===== config.mk =====
export PLATFORM = sky130hd
export DESIGN_NAME = compacting_keyed_order_buffer_unit
export DESIGN_NICKNAME = d
export VERILOG_FILES = /design/src/kob_pkg.sv /design/src/compacting_keyed_order_buffer_unit.sv /design/src/kob_cell.sv
export VERILOG_INCLUDE_DIRS = /design/src /design/src/src
export SDC_FILE = /design/constraint.sdc
export NUM_CORES = 2
export LEC_CHECK = 0
export ABC_AREA = 0
export BUFFER_PORTS_ARGS = -buffer_cell sky130_fd_sc_hd__buf_2
export CORE_ASPECT_RATIO = 1.75
export CORE_MARGIN = 3
export CORE_UTILIZATION = 35
export CTS_BUF_LIST = sky130_fd_sc_hd__clkbuf_16
export CTS_CLUSTER_SIZE = 14
export DETAILED_ROUTE_END_ITERATION = 16
export PLACE_DENSITY = 0.56
export SYNTH_ARGS = -nofsm -noshare
export SYNTH_HDL_FRONTEND = slang
export SYNTH_SLANG_ARGS = --single-unit

===== constraint.sdc =====
create_clock -name clk -period 26.9 [get_ports clk]
set_input_delay 4.035 -clock clk [delete_from_list [all_inputs] [get_ports clk]]
set_output_delay 4.035 -clock clk [all_outputs]
set_load 0.01 [all_outputs]

===== src/compacting_keyed_order_buffer_unit_defines.svh =====
// Assertion macros shared by the compacting keyed order buffer RTL.
`ifndef COMPACTING_KEYED_ORDER_BUFFER_UNIT_DEFINES_SVH
`define COMPACTING_KEYED_ORDER_BUFFER_UNIT_DEFINES_SVH

// Same-cycle implication, sampled on clk and disabled during reset.
`define KOB_ASSERT_NOW(label, ante, cons, msg) \
    label: assert property (@(posedge clk) disable iff (!rst_n) (ante) |-> (cons)) \
        else $error(msg);

// Next-cycle implication, sampled on clk and disabled during reset.
`define KOB_ASSERT_NEXT(label, ante, cons, msg) \
    label: assert property (@(posedge clk) disable iff (!rst_n) (ante) |=> (cons)) \
        else $error(msg);

`endif


===== src/kob_pkg.sv =====
// Package with the types, widths and codes of the compacting keyed order buffer.
`timescale 1ns / 1ps

package kob_pkg;

    localparam int DEPTH  = 16;
    localparam int POS_W  = (DEPTH > 1) ? $clog2(DEPTH) : 1;
    localparam int CNT_W  = $clog2(DEPTH + 1);

    localparam int OP_W   = 3;
    localparam int SRC_W  = 16;
    localparam int KEY_W  = 32;
    localparam int TIME_W = 32;
    localparam int IDX_W  = 8;
    localparam int STS_W  = 2;
    localparam int SLOT_W = 4;
    localparam int OCC_W  = 5;

    localparam logic [OP_W-1:0] OP_ADD    = 3'd0;
    localparam logic [OP_W-1:0] OP_REMOVE = 3'd1;
    localparam logic [OP_W-1:0] OP_SEARCH = 3'd2;
    localparam logic [OP_W-1:0] OP_FIRST  = 3'd3;
    localparam logic [OP_W-1:0] OP_CLEAR  = 3'd4;

    localparam logic [STS_W-1:0] STS_OK      = 2'd0;
    localparam logic [STS_W-1:0] STS_FULL    = 2'd1;
    localparam logic [STS_W-1:0] STS_INVALID = 2'd2;
    localparam logic [STS_W-1:0] STS_NONE    = 2'd3;

    typedef struct packed {
        logic [SRC_W-1:0]  source;
        logic [KEY_W-1:0]  order;
        logic [TIME_W-1:0] stamp;
    } entry_t;

    typedef struct packed {
        logic take_next;
        logic load_new;
    } cell_ctrl_t;

    typedef enum logic [1:0] {
        ST_IDLE,
        ST_EXEC,
        ST_SCAN,
        ST_DONE
    } kob_state_t;

endpackage


===== src/compacting_keyed_order_buffer_unit.sv =====
// Add, first position, clear, unknown operations and a remove of an unoccupied slot load
// their result into the output register from the decode state. A remove of an occupied slot
// and the final result of a search come after decode, one full rotation of the cell ring, wrap-up.
// One transaction is taken at a time, the next only once the block is back in idle;
// a stalled output register holds the ring and delays the next acceptance.
// Reset is asynchronous and active low; it empties the buffer at once (no clearing pass).
`timescale 1ns / 1ps
`include "compacting_keyed_order_buffer_unit_defines.svh"

module compacting_keyed_order_buffer_unit
(
    input  logic                          clk,
    input  logic                          rst_n,

    input  logic                          in_valid,
    output logic                          in_stall,
    input  logic [kob_pkg::OP_W-1:0]      operation,
    input  logic [kob_pkg::SRC_W-1:0]     source_id,
    input  logic [kob_pkg::KEY_W-1:0]     order_key,
    input  logic [kob_pkg::TIME_W-1:0]    arrival_time,
    input  logic [kob_pkg::IDX_W-1:0]     slot_index,

    output logic                          out_valid,
    input  logic                          out_stall,
    output logic [kob_pkg::STS_W-1:0]     status,
    output logic [kob_pkg::SLOT_W-1:0]    slot_out,
    output logic [kob_pkg::SRC_W-1:0]     source_out,
    output logic [kob_pkg::KEY_W-1:0]     order_out,
    output logic [kob_pkg::TIME_W-1:0]    time_out,
    output logic [kob_pkg::OCC_W-1:0]     occupancy,
    output logic                          last
);

    // The entries live in a ring of cells. Because adds go to the first free slot and
    // removes close the gap, the occupied slots always form a prefix of length count_reg,
    // so a slot is occupied exactly when its position is below the count.
    //
    // Add and clear act on the cells in place. Search and remove rotate the whole ring
    // once: each cycle the output is not stalled, every cell takes its upper neighbor's entry
    // and cell 0 wraps around to the top, so cell 0 presents the entry at position pos_reg.
    // After DEPTH steps the ring is back in its original order. A remove then closes the
    // gap in wrap-up: every cell at or above the removed position takes its neighbor's entry.

    kob_pkg::kob_state_t             state_reg, state_next;
    logic [kob_pkg::CNT_W-1:0]       count_reg, count_next;
    logic [kob_pkg::POS_W-1:0]       pos_reg, pos_next;

    // Command captured at acceptance.
    logic [kob_pkg::OP_W-1:0]        cmd_op_reg, cmd_op_next;
    logic [kob_pkg::IDX_W-1:0]       cmd_idx_reg, cmd_idx_next;
    kob_pkg::entry_t                 cmd_entry_reg, cmd_entry_next;

    // Held entry: the most recent search match, or the entry that a remove takes out.
    logic                            pend_valid_reg, pend_valid_next;
    logic [kob_pkg::POS_W-1:0]       pend_pos_reg, pend_pos_next;
    kob_pkg::entry_t                 pend_entry_reg, pend_entry_next;

    // Output register.
    logic                            out_valid_reg, out_valid_next;
    logic [kob_pkg::STS_W-1:0]       out_status_reg, out_status_next;
    logic [kob_pkg::SLOT_W-1:0]      out_slot_reg, out_slot_next;
    kob_pkg::entry_t                 out_entry_reg, out_entry_next;
    logic [kob_pkg::OCC_W-1:0]       out_occ_reg, out_occ_next;
    logic                            out_last_reg, out_last_next;

    logic                            out_free;
    logic                            out_load;
    logic                            ring_step;
    logic                            remove_shift;
    logic                            add_load;
    logic                            head_valid;
    kob_pkg::entry_t                 zero_entry;

    kob_pkg::entry_t                 cell_q    [kob_pkg::DEPTH];
    kob_pkg::cell_ctrl_t             cell_ctrl [kob_pkg::DEPTH];

    // Cell chain.
    genvar g;
    generate
        for (g = 0; g < kob_pkg::DEPTH; g++)
        begin : g_cell
            kob_cell u_cell
            (
                .clk        (clk),
                .ctrl       (cell_ctrl[g]),
                .new_entry  (cmd_entry_reg),
                .next_entry (cell_q[(g + 1) % kob_pkg::DEPTH]),
                .entry      (cell_q[g])
            );
        end
    endgenerate

    // Per-cell control: rotate for a scan, shift down from the removed position, or take
    // the new entry when the cell sits at the first free position.
    always_comb
    begin
        for (int i = 0; i < kob_pkg::DEPTH; i++)
        begin
            cell_ctrl[i].take_next = ring_step ||
                                     (remove_shift && (32'(i) >= 32'(cmd_idx_reg)));
            cell_ctrl[i].load_new  = add_load && (count_reg == kob_pkg::CNT_W'(i));
        end
    end

    assign zero_entry = '0;
    assign out_free   = !out_valid_reg || !out_stall;
    assign head_valid = kob_pkg::CNT_W'(pos_reg) < count_reg;

    // Sequencer: takes one transaction at a time, runs it and loads the output register.
    always_comb
    begin
        state_next      = state_reg;
        count_next      = count_reg;
        pos_next        = pos_reg;
        cmd_op_next     = cmd_op_reg;
        cmd_idx_next    = cmd_idx_reg;
        cmd_entry_next  = cmd_entry_reg;
        pend_valid_next = pend_valid_reg;
        pend_pos_next   = pend_pos_reg;
        pend_entry_next = pend_entry_reg;

        in_stall        = (state_reg != kob_pkg::ST_IDLE);
        ring_step       = 1'b0;
        remove_shift    = 1'b0;
        add_load        = 1'b0;
        out_load        = 1'b0;

        out_status_next = out_status_reg;
        out_slot_next   = out_slot_reg;
        out_entry_next  = out_entry_reg;
        out_last_next   = out_last_reg;

        unique case (state_reg)
            kob_pkg::ST_IDLE:
            begin
                if (in_valid)
                begin
                    cmd_op_next           = operation;
                    cmd_idx_next          = slot_index;
                    cmd_entry_next.source = source_id;
                    cmd_entry_next.order  = order_key;
                    cmd_entry_next.stamp  = arrival_time;
                    state_next            = kob_pkg::ST_EXEC;
                end
            end

            kob_pkg::ST_EXEC:
            begin
                if (out_free)
                begin
                    out_load        = 1'b1;
                    out_status_next = kob_pkg::STS_OK;
                    out_slot_next   = '0;
                    out_entry_next  = zero_entry;
                    out_last_next   = 1'b1;
                    state_next      = kob_pkg::ST_IDLE;
                    unique case (cmd_op_reg)
                        kob_pkg::OP_ADD:
                        begin
                            if (count_reg == kob_pkg::CNT_W'(kob_pkg::DEPTH))
                            begin
                                out_status_next = kob_pkg::STS_FULL;
                            end
                            else
                            begin
                                add_load       = 1'b1;
                                count_next     = count_reg + 1'b1;
                                out_slot_next  = kob_pkg::SLOT_W'(count_reg);
                                out_entry_next = cmd_entry_reg;
                            end
                        end
                        kob_pkg::OP_REMOVE:
                        begin
                            if (32'(cmd_idx_reg) < 32'(count_reg))
                            begin
                                out_load   = 1'b0;
                                pos_next   = '0;
                                state_next = kob_pkg::ST_SCAN;
                            end
                            else
                            begin
                                out_status_next = kob_pkg::STS_INVALID;
                            end
                        end
                        kob_pkg::OP_SEARCH:
                        begin
                            out_load        = 1'b0;
                            pos_next        = '0;
                            pend_valid_next = 1'b0;
                            state_next      = kob_pkg::ST_SCAN;
                        end
                        kob_pkg::OP_FIRST:
                        begin
                            if (count_reg == '0)
                            begin
                                out_status_next = kob_pkg::STS_NONE;
                            end
                            else
                            begin
                                out_entry_next = cell_q[0];
                            end
                        end
                        kob_pkg::OP_CLEAR:
                        begin
                            count_next = '0;
                        end
                        default:
                        begin
                            out_status_next = kob_pkg::STS_INVALID;
                        end
                    endcase
                end
            end

            kob_pkg::ST_SCAN:
            begin
                // The ring only moves when a match could be handed to the output register.
                if (out_free)
                begin
                    ring_step = 1'b1;
                    pos_next  = pos_reg + 1'b1;
                    if (cmd_op_reg == kob_pkg::OP_SEARCH)
                    begin
                        if (head_valid && (cell_q[0].source == cmd_entry_reg.source))
                        begin
                            // The earlier match is known not to be the final one now.
                            if (pend_valid_reg)
                            begin
                                out_load        = 1'b1;
                                out_status_next = kob_pkg::STS_OK;
                                out_slot_next   = kob_pkg::SLOT_W'(pend_pos_reg);
                                out_entry_next  = pend_entry_reg;
                                out_last_next   = 1'b0;
                            end
                            pend_valid_next = 1'b1;
                            pend_pos_next   = pos_reg;
                            pend_entry_next = cell_q[0];
                        end
                    end
                    else if (kob_pkg::IDX_W'(pos_reg) == cmd_idx_reg)
                    begin
                        pend_entry_next = cell_q[0];
                    end
                    if (pos_reg == kob_pkg::POS_W'(kob_pkg::DEPTH - 1))
                    begin
                        state_next = kob_pkg::ST_DONE;
                    end
                end
            end

            kob_pkg::ST_DONE:
            begin
                if (out_free)
                begin
                    out_load        = 1'b1;
                    out_last_next   = 1'b1;
                    pend_valid_next = 1'b0;
                    state_next      = kob_pkg::ST_IDLE;
                    if (cmd_op_reg == kob_pkg::OP_SEARCH)
                    begin
                        if (pend_valid_reg)
                        begin
                            out_status_next = kob_pkg::STS_OK;
                            out_slot_next   = kob_pkg::SLOT_W'(pend_pos_reg);
                            out_entry_next  = pend_entry_reg;
                        end
                        else
                        begin
                            out_status_next = kob_pkg::STS_NONE;
                            out_slot_next   = '0;
                            out_entry_next  = zero_entry;
                        end
                    end
                    else
                    begin
                        remove_shift    = 1'b1;
                        count_next      = count_reg - 1'b1;
                        out_status_next = kob_pkg::STS_OK;
                        out_slot_next   = kob_pkg::SLOT_W'(cmd_idx_reg);
                        out_entry_next  = pend_entry_reg;
                    end
                end
            end

            default:
            begin
                state_next = kob_pkg::ST_IDLE;
            end
        endcase

        // Every result reports the occupancy after its operation.
        out_occ_next = out_load ? kob_pkg::OCC_W'(count_next) : out_occ_reg;

        if (out_load)
        begin
            out_valid_next = 1'b1;
        end
        else if (!out_stall)
        begin
            out_valid_next = 1'b0;
        end
        else
        begin
            out_valid_next = out_valid_reg;
        end
    end

    always_ff @(posedge clk or negedge rst_n)
    begin
        if (!rst_n)
        begin
            state_reg      <= kob_pkg::ST_IDLE;
            count_reg      <= '0;
            pos_reg        <= '0;
            pend_valid_reg <= 1'b0;
            out_valid_reg  <= 1'b0;
        end
        else
        begin
            state_reg      <= state_next;
            count_reg      <= count_next;
            pos_reg        <= pos_next;
            pend_valid_reg <= pend_valid_next;
            out_valid_reg  <= out_valid_next;
        end
    end

    always_ff @(posedge clk)
    begin
        cmd_op_reg     <= cmd_op_next;
        cmd_idx_reg    <= cmd_idx_next;
        cmd_entry_reg  <= cmd_entry_next;
        pend_pos_reg   <= pend_pos_next;
        pend_entry_reg <= pend_entry_next;
        out_status_reg <= out_status_next;
        out_slot_reg   <= out_slot_next;
        out_entry_reg  <= out_entry_next;
        out_occ_reg    <= out_occ_next;
        out_last_reg   <= out_last_next;
    end

    assign out_valid  = out_valid_reg;
    assign status     = out_status_reg;
    assign slot_out   = out_slot_reg;
    assign source_out = out_entry_reg.source;
    assign order_out  = out_entry_reg.order;
    assign time_out   = out_entry_reg.stamp;
    assign occupancy  = out_occ_reg;
    assign last       = out_last_reg;

    // The count never exceeds the number of cells.
    `KOB_ASSERT_NOW(a_count_range, 1'b1, count_reg <= kob_pkg::CNT_W'(kob_pkg::DEPTH), "count above depth")

    // A transaction that fails or finds nothing is a single final result with no entry.
    `KOB_ASSERT_NOW(a_fail_single, out_valid_reg && (out_status_reg != kob_pkg::STS_OK), out_last_reg && (out_slot_reg == '0), "failing result not final or carries a slot")

    // Acceptance always starts execution in the next cycle.
    `KOB_ASSERT_NEXT(a_accept_exec, in_valid && !in_stall, state_reg == kob_pkg::ST_EXEC, "accepted transaction not executed")

    // A held match only exists while a rotation or its wrap-up is in progress.
    `KOB_ASSERT_NOW(a_pend_scope, pend_valid_reg, (state_reg == kob_pkg::ST_SCAN) || (state_reg == kob_pkg::ST_DONE), "held match outside a scan")

endmodule


===== src/kob_cell.sv =====
// One storage cell of the buffer chain: holds an entry, loads a new one or takes its neighbor's.
`timescale 1ns / 1ps

module kob_cell
(
    input  logic                clk,
    input  kob_pkg::cell_ctrl_t ctrl,
    input  kob_pkg::entry_t     new_entry,
    input  kob_pkg::entry_t     next_entry,
    output kob_pkg::entry_t     entry
);

    kob_pkg::entry_t entry_reg;
    kob_pkg::entry_t entry_next;

    always_comb
    begin
        entry_next = entry_reg;
        if (ctrl.load_new)
        begin
            entry_next = new_entry;
        end
        else if (ctrl.take_next)
        begin
            entry_next = next_entry;
        end
    end

    always_ff @(posedge clk)
    begin
        entry_reg <= entry_next;
    end

    assign entry = entry_reg;

endmodule


==> out/qor.txt <==
Total congestion overflow -> 0
Global placement routability congestion -> 0.8361
Crit path launch -> out_stall
Setup repair after global routing missed its margin -> false
CP startpoint kind -> primary input
Share of total power in sequential cells -> 0.535
Power Internal -> 0.004694 W
Share of post-route cells with drive strength above 1 -> 0.4499
Data required time at the worst endpoint -> 27320 ps
Count of cell types in the netlist -> 59
Synth top area share -> 0.7108
Asr flop ratio synth -> 0.008333
Number of enable-type register cells in the synthesized netlist -> 1547
Maximum level of the CTS H-tree -> 4
Worst VDD drop -> 0.08962 mV
Critical path endpoint category -> flip-flop
Most common flop cell mapped by yosys -> sky130_fd_sc_hd__edfxtp_1
Area enclosed by the die boundary -> 192100 um^2
CP max FO -> 47
Clock transition at the register clock pins on the worst setup and hold paths after CTS -> 60 ps
Skew final -> 37.79 ps
Worst setup slack after layout -> 19540 ps
Reg-to-reg slack, setup -> 21920 ps
Lkg Pwr -> 24.25 nW
Number of global-route vias before repair -> 34248
Die width -> 332.6 um
Die outline height -> 577.6 um
Maximum clock path buffer count -> 3
Starting utilization of the core area -> 0.3525
Clock sinks -> 1560
Buffers inserted during post-CTS setup optimization -> 0
Switching power as a share of total power -> 0.2854
Part of the total power dissipated in combinational logic -> 0.150
Worst r2r path cells -> 8
Critical path capture point -> g_cell[14].u_cell.entry[69]$_DFFE_PP_
Sum of buffers and inverters on the critical path -> 2
HPWL reported at the end of detailed placement -> 89090 um
P_sw -> 0.001874 W
Largest cells by area after synthesis -> sky130_fd_sc_hd__edfxtp_1, sky130_fd_sc_hd__mux2_2, sky130_fd_sc_hd__clkbuf_1
First-iteration detailed-routing DRC count -> 2459
Source-to-sink clock delay at the later pin of the worst-skew pair -> 800 ps
Clock power frac -> 0.315
Multi-input logic area -> 17700 um^2
Synth-to-Final Area Change -> 12.71%
Final critical path time including I/O delays and setup -> 7365 ps
Nets in the synthesized netlist -> 3742
Post-detailed-route DRC marker count -> 0
ANT nets after route -> 0
Worst slew margin relative to its limit -> 0.1416
Flops & latches, synth -> 1560
GRT Resource Usage Total -> 0.1638
Sequential share of the synthesized area -> 0.7158
Power density over the cells -> 89.17 nW/um^2
Number of placement rows -> 209
Total number of nets in the final design -> 3858
Class of the most critical setup path -> in -> reg
Arrival time worst endpoint -> 7780 ps
Top delay family on crit path -> simple AND/OR/NAND/NOR gates
Final-layout setup total negative slack -> 0 ps
YS warnings -> 0
Fraction of the core area covered by cells at the end of the flow -> 0.3973
Core Box Area -> 185400 um^2
Total Wirelength -> 159300 um
Filler cell count in the final layout -> 16730
Clock tree from TritonCTS -> built
Clock buffers created by TritonCTS -> 152
Worst Hold Class -> reg -> reg
Max Freq -> 135.8 MHz
Via Count -> 32997
CTS hold repair buffers -> 0
Fin crit share -> 0.2738
Reg-to-Reg End -> g_cell[14].u_cell.entry[69]$_DFFE_PP_
Critical Path, Cell by Cell -> buf_2 -> a211o_1 -> nor4_4 -> and2_0 -> and3_4 -> a211o_4 -> buf_4
Per-cell routed wire length -> 25.29 um
Slew of the pin with the lowest slew margin -> 1288 ps
# Max-Cap Violations -> 0
Register Area -> 46780 um^2
Gate count after technology mapping -> 3627
Cell with the largest stage delay on the worst path -> sky130_fd_sc_hd__and3_4
Final Slew Violations -> 0
Number of antenna violations at the first check in global routing -> 8
IO buf count -> 188
Vias per cell -> 5.238
Result of the run -> completed
Largest area contributor in the netlist -> sky130_fd_sc_hd__edfxtp_1
Maximum number of pins on one net before global-route repair -> 81
Summed instance area of the synthesized netlist -> 65350 um^2
Hold_sp -> g_cell[0].u_cell.entry[6]$_DFFE_PP_
Final Hold Viols -> 0
I/O pin count -> 189
Average instance area after synthesis -> 18.02 um^2
First-pass GRT wire length -> 234600 um
Worst-case setup slack after placement -> 18720 ps
1st-pass router iterations -> 5
Clk root buf -> sky130_fd_sc_hd__clkbuf_16
Count of endpoints failing setup in the final report -> 0
Post-cts resize count -> 0
Logic depth of the worst setup path including buffers -> 7
Number of cells on the worst hold path -> 0
Number of flip-flops under the largest register name -> 1280
Delay of the slowest critical-path stage -> 700 ps
how the worst min path moves through the flow:
stage                                   end  slack [ps]
6_report        pend_entry_reg[6]$_DFFE_PP_         490
5_1_grt        pend_entry_reg[60]$_DFFE_PP_         510
4_1_cts         pend_entry_reg[0]$_DFFE_PP_         490
3_5_place_dp   pend_entry_reg[43]$_DFFE_PP_         470
3_3_place_gp    pend_entry_reg[3]$_DFFE_PP_         460
2_1_floorplan   pend_entry_reg[0]$_DFFE_PP_         440
stage by stage:
step / total power, W / cells / hold slack (ps) / instance area, um^2
floorplan: 0.004083 / 3627 / 444.9 / 65350
global placement: 0.004542 / 6015 / 460.7 / 68900
detailed placement: 0.004558 / 6015 / 471.4 / 68900
CTS: 0.006660 / 6296 / 487.2 / 73640
global route: 0.006850 / 6297 / 505.7 / 73650
finish: 0.006568 / 6299 / 486.3 / 73660
worst reg2reg max path: cells and delay by family (launching register included):
| kind | cells | cell delay (ps) |
|---|---|---|
| AND/OR/NAND/NOR | 3 | 2030 |
| buffers and inverters | 3 | 1100 |
| AO/OA/AOI/OAI | 1 | 540 |
| flip-flops | 1 | 400 |
| adder cells (fa/ha/maj) | 1 | 400 |
power by group through the flow:
stage / registers (W) / logic, W / clock network, W
floorplan: 0.00347 / 0.000608 / 0
global placement: 0.00356 / 0.000979 / 0
detailed placement: 0.00356 / 0.000994 / 0
CTS: 0.00352 / 0.00100 / 0.00214
global route: 0.00357 / 0.00106 / 0.00222
finish: 0.00352 / 0.000983 / 0.00207
synth_stat cells (4+ instances only):
library cell / instances
sky130_fd_sc_hd__buf_4: 9
sky130_fd_sc_hd__buf_2: 37
sky130_fd_sc_hd__nor4_1: 4
sky130_fd_sc_hd__mux2_2: 1252
sky130_fd_sc_hd__a22oi_1: 82
sky130_fd_sc_hd__and3_1: 9
sky130_fd_sc_hd__a221o_1: 4
sky130_fd_sc_hd__dfrtp_1: 13
sky130_fd_sc_hd__o211ai_1: 6
sky130_fd_sc_hd__inv_1: 12
sky130_fd_sc_hd__nand3_1: 20
sky130_fd_sc_hd__mux2_1: 28
sky130_fd_sc_hd__or3_1: 5
sky130_fd_sc_hd__buf_1: 4
sky130_fd_sc_hd__and2_1: 4
sky130_fd_sc_hd__clkbuf_1: 228
sky130_fd_sc_hd__nand4_1: 9
sky130_fd_sc_hd__o21ai_0: 93
sky130_fd_sc_hd__nor3_1: 10
sky130_fd_sc_hd__o31ai_1: 5
sky130_fd_sc_hd__edfxtp_1: 1547
sky130_fd_sc_hd__xor2_1: 5
sky130_fd_sc_hd__nand2_1: 115
sky130_fd_sc_hd__ha_1: 20
sky130_fd_sc_hd__xnor2_1: 16
sky130_fd_sc_hd__a21oi_1: 20
sky130_fd_sc_hd__nor2_1: 23
metal layers:
metal,GRT usage,up-vias,part of all wire
met3,0.02760,233,0.056
met5,0,-,0.000056
met1,0.2128,17325,0.42
li1,-,14479,-
met4,0.04867,2,0.024
met2,0.2815,958,0.50
layout make-up:
type,count,share of cell area
Clock buffer,154,0.05232
Clock inverter,127,0.01213
Sequential cell,1560,0.6351
Multi-Input combinational cell,1775,0.2403
Inverter,13,0.0006625
Antenna cell,3,0.0001019
Timing Repair Buffer,241,0.01818
Tap cell,2426,0.04121
layout by cell type (no fill, tap or decap), types with 4 or more instances in the layout:
cell type	n
sky130_fd_sc_hd__edfxtp_1	1547
sky130_fd_sc_hd__mux2_2	1252
sky130_fd_sc_hd__buf_2	188
sky130_fd_sc_hd__clkbuf_16	154
sky130_fd_sc_hd__nand2_1	104
sky130_fd_sc_hd__o21ai_0	93
sky130_fd_sc_hd__a22oi_1	82
sky130_fd_sc_hd__buf_4	53
sky130_fd_sc_hd__inv_1	48
sky130_fd_sc_hd__clkinv_1	38
sky130_fd_sc_hd__mux2_1	28
sky130_fd_sc_hd__clkinv_2	27
sky130_fd_sc_hd__nor2_1	22
sky130_fd_sc_hd__ha_1	20
sky130_fd_sc_hd__a21oi_1	19
sky130_fd_sc_hd__xnor2_1	16
sky130_fd_sc_hd__dfrtp_1	13
sky130_fd_sc_hd__nand3_4	11
sky130_fd_sc_hd__nand2_4	11
sky130_fd_sc_hd__nor3_1	10
sky130_fd_sc_hd__nand3_1	9
sky130_fd_sc_hd__nand4_1	9
sky130_fd_sc_hd__and3_1	8
sky130_fd_sc_hd__bufinv_16	8
sky130_fd_sc_hd__o211ai_1	6
sky130_fd_sc_hd__xor2_1	5
sky130_fd_sc_hd__o31ai_1	5
sky130_fd_sc_hd__inv_16	5
sky130_fd_sc_hd__inv_6	5
sky130_fd_sc_hd__a221o_1	4
cells by family after synthesis:
kind of cell	share of synthesized area
buf+inv	0.01802
flops	0.7158
compound gates	0.02307
xor+xnor	0.002814
fa+ha+maj	0.003829
mux	0.2209
simple gates	0.01558
No activity file was read; power rests on OpenSTA's default activity.
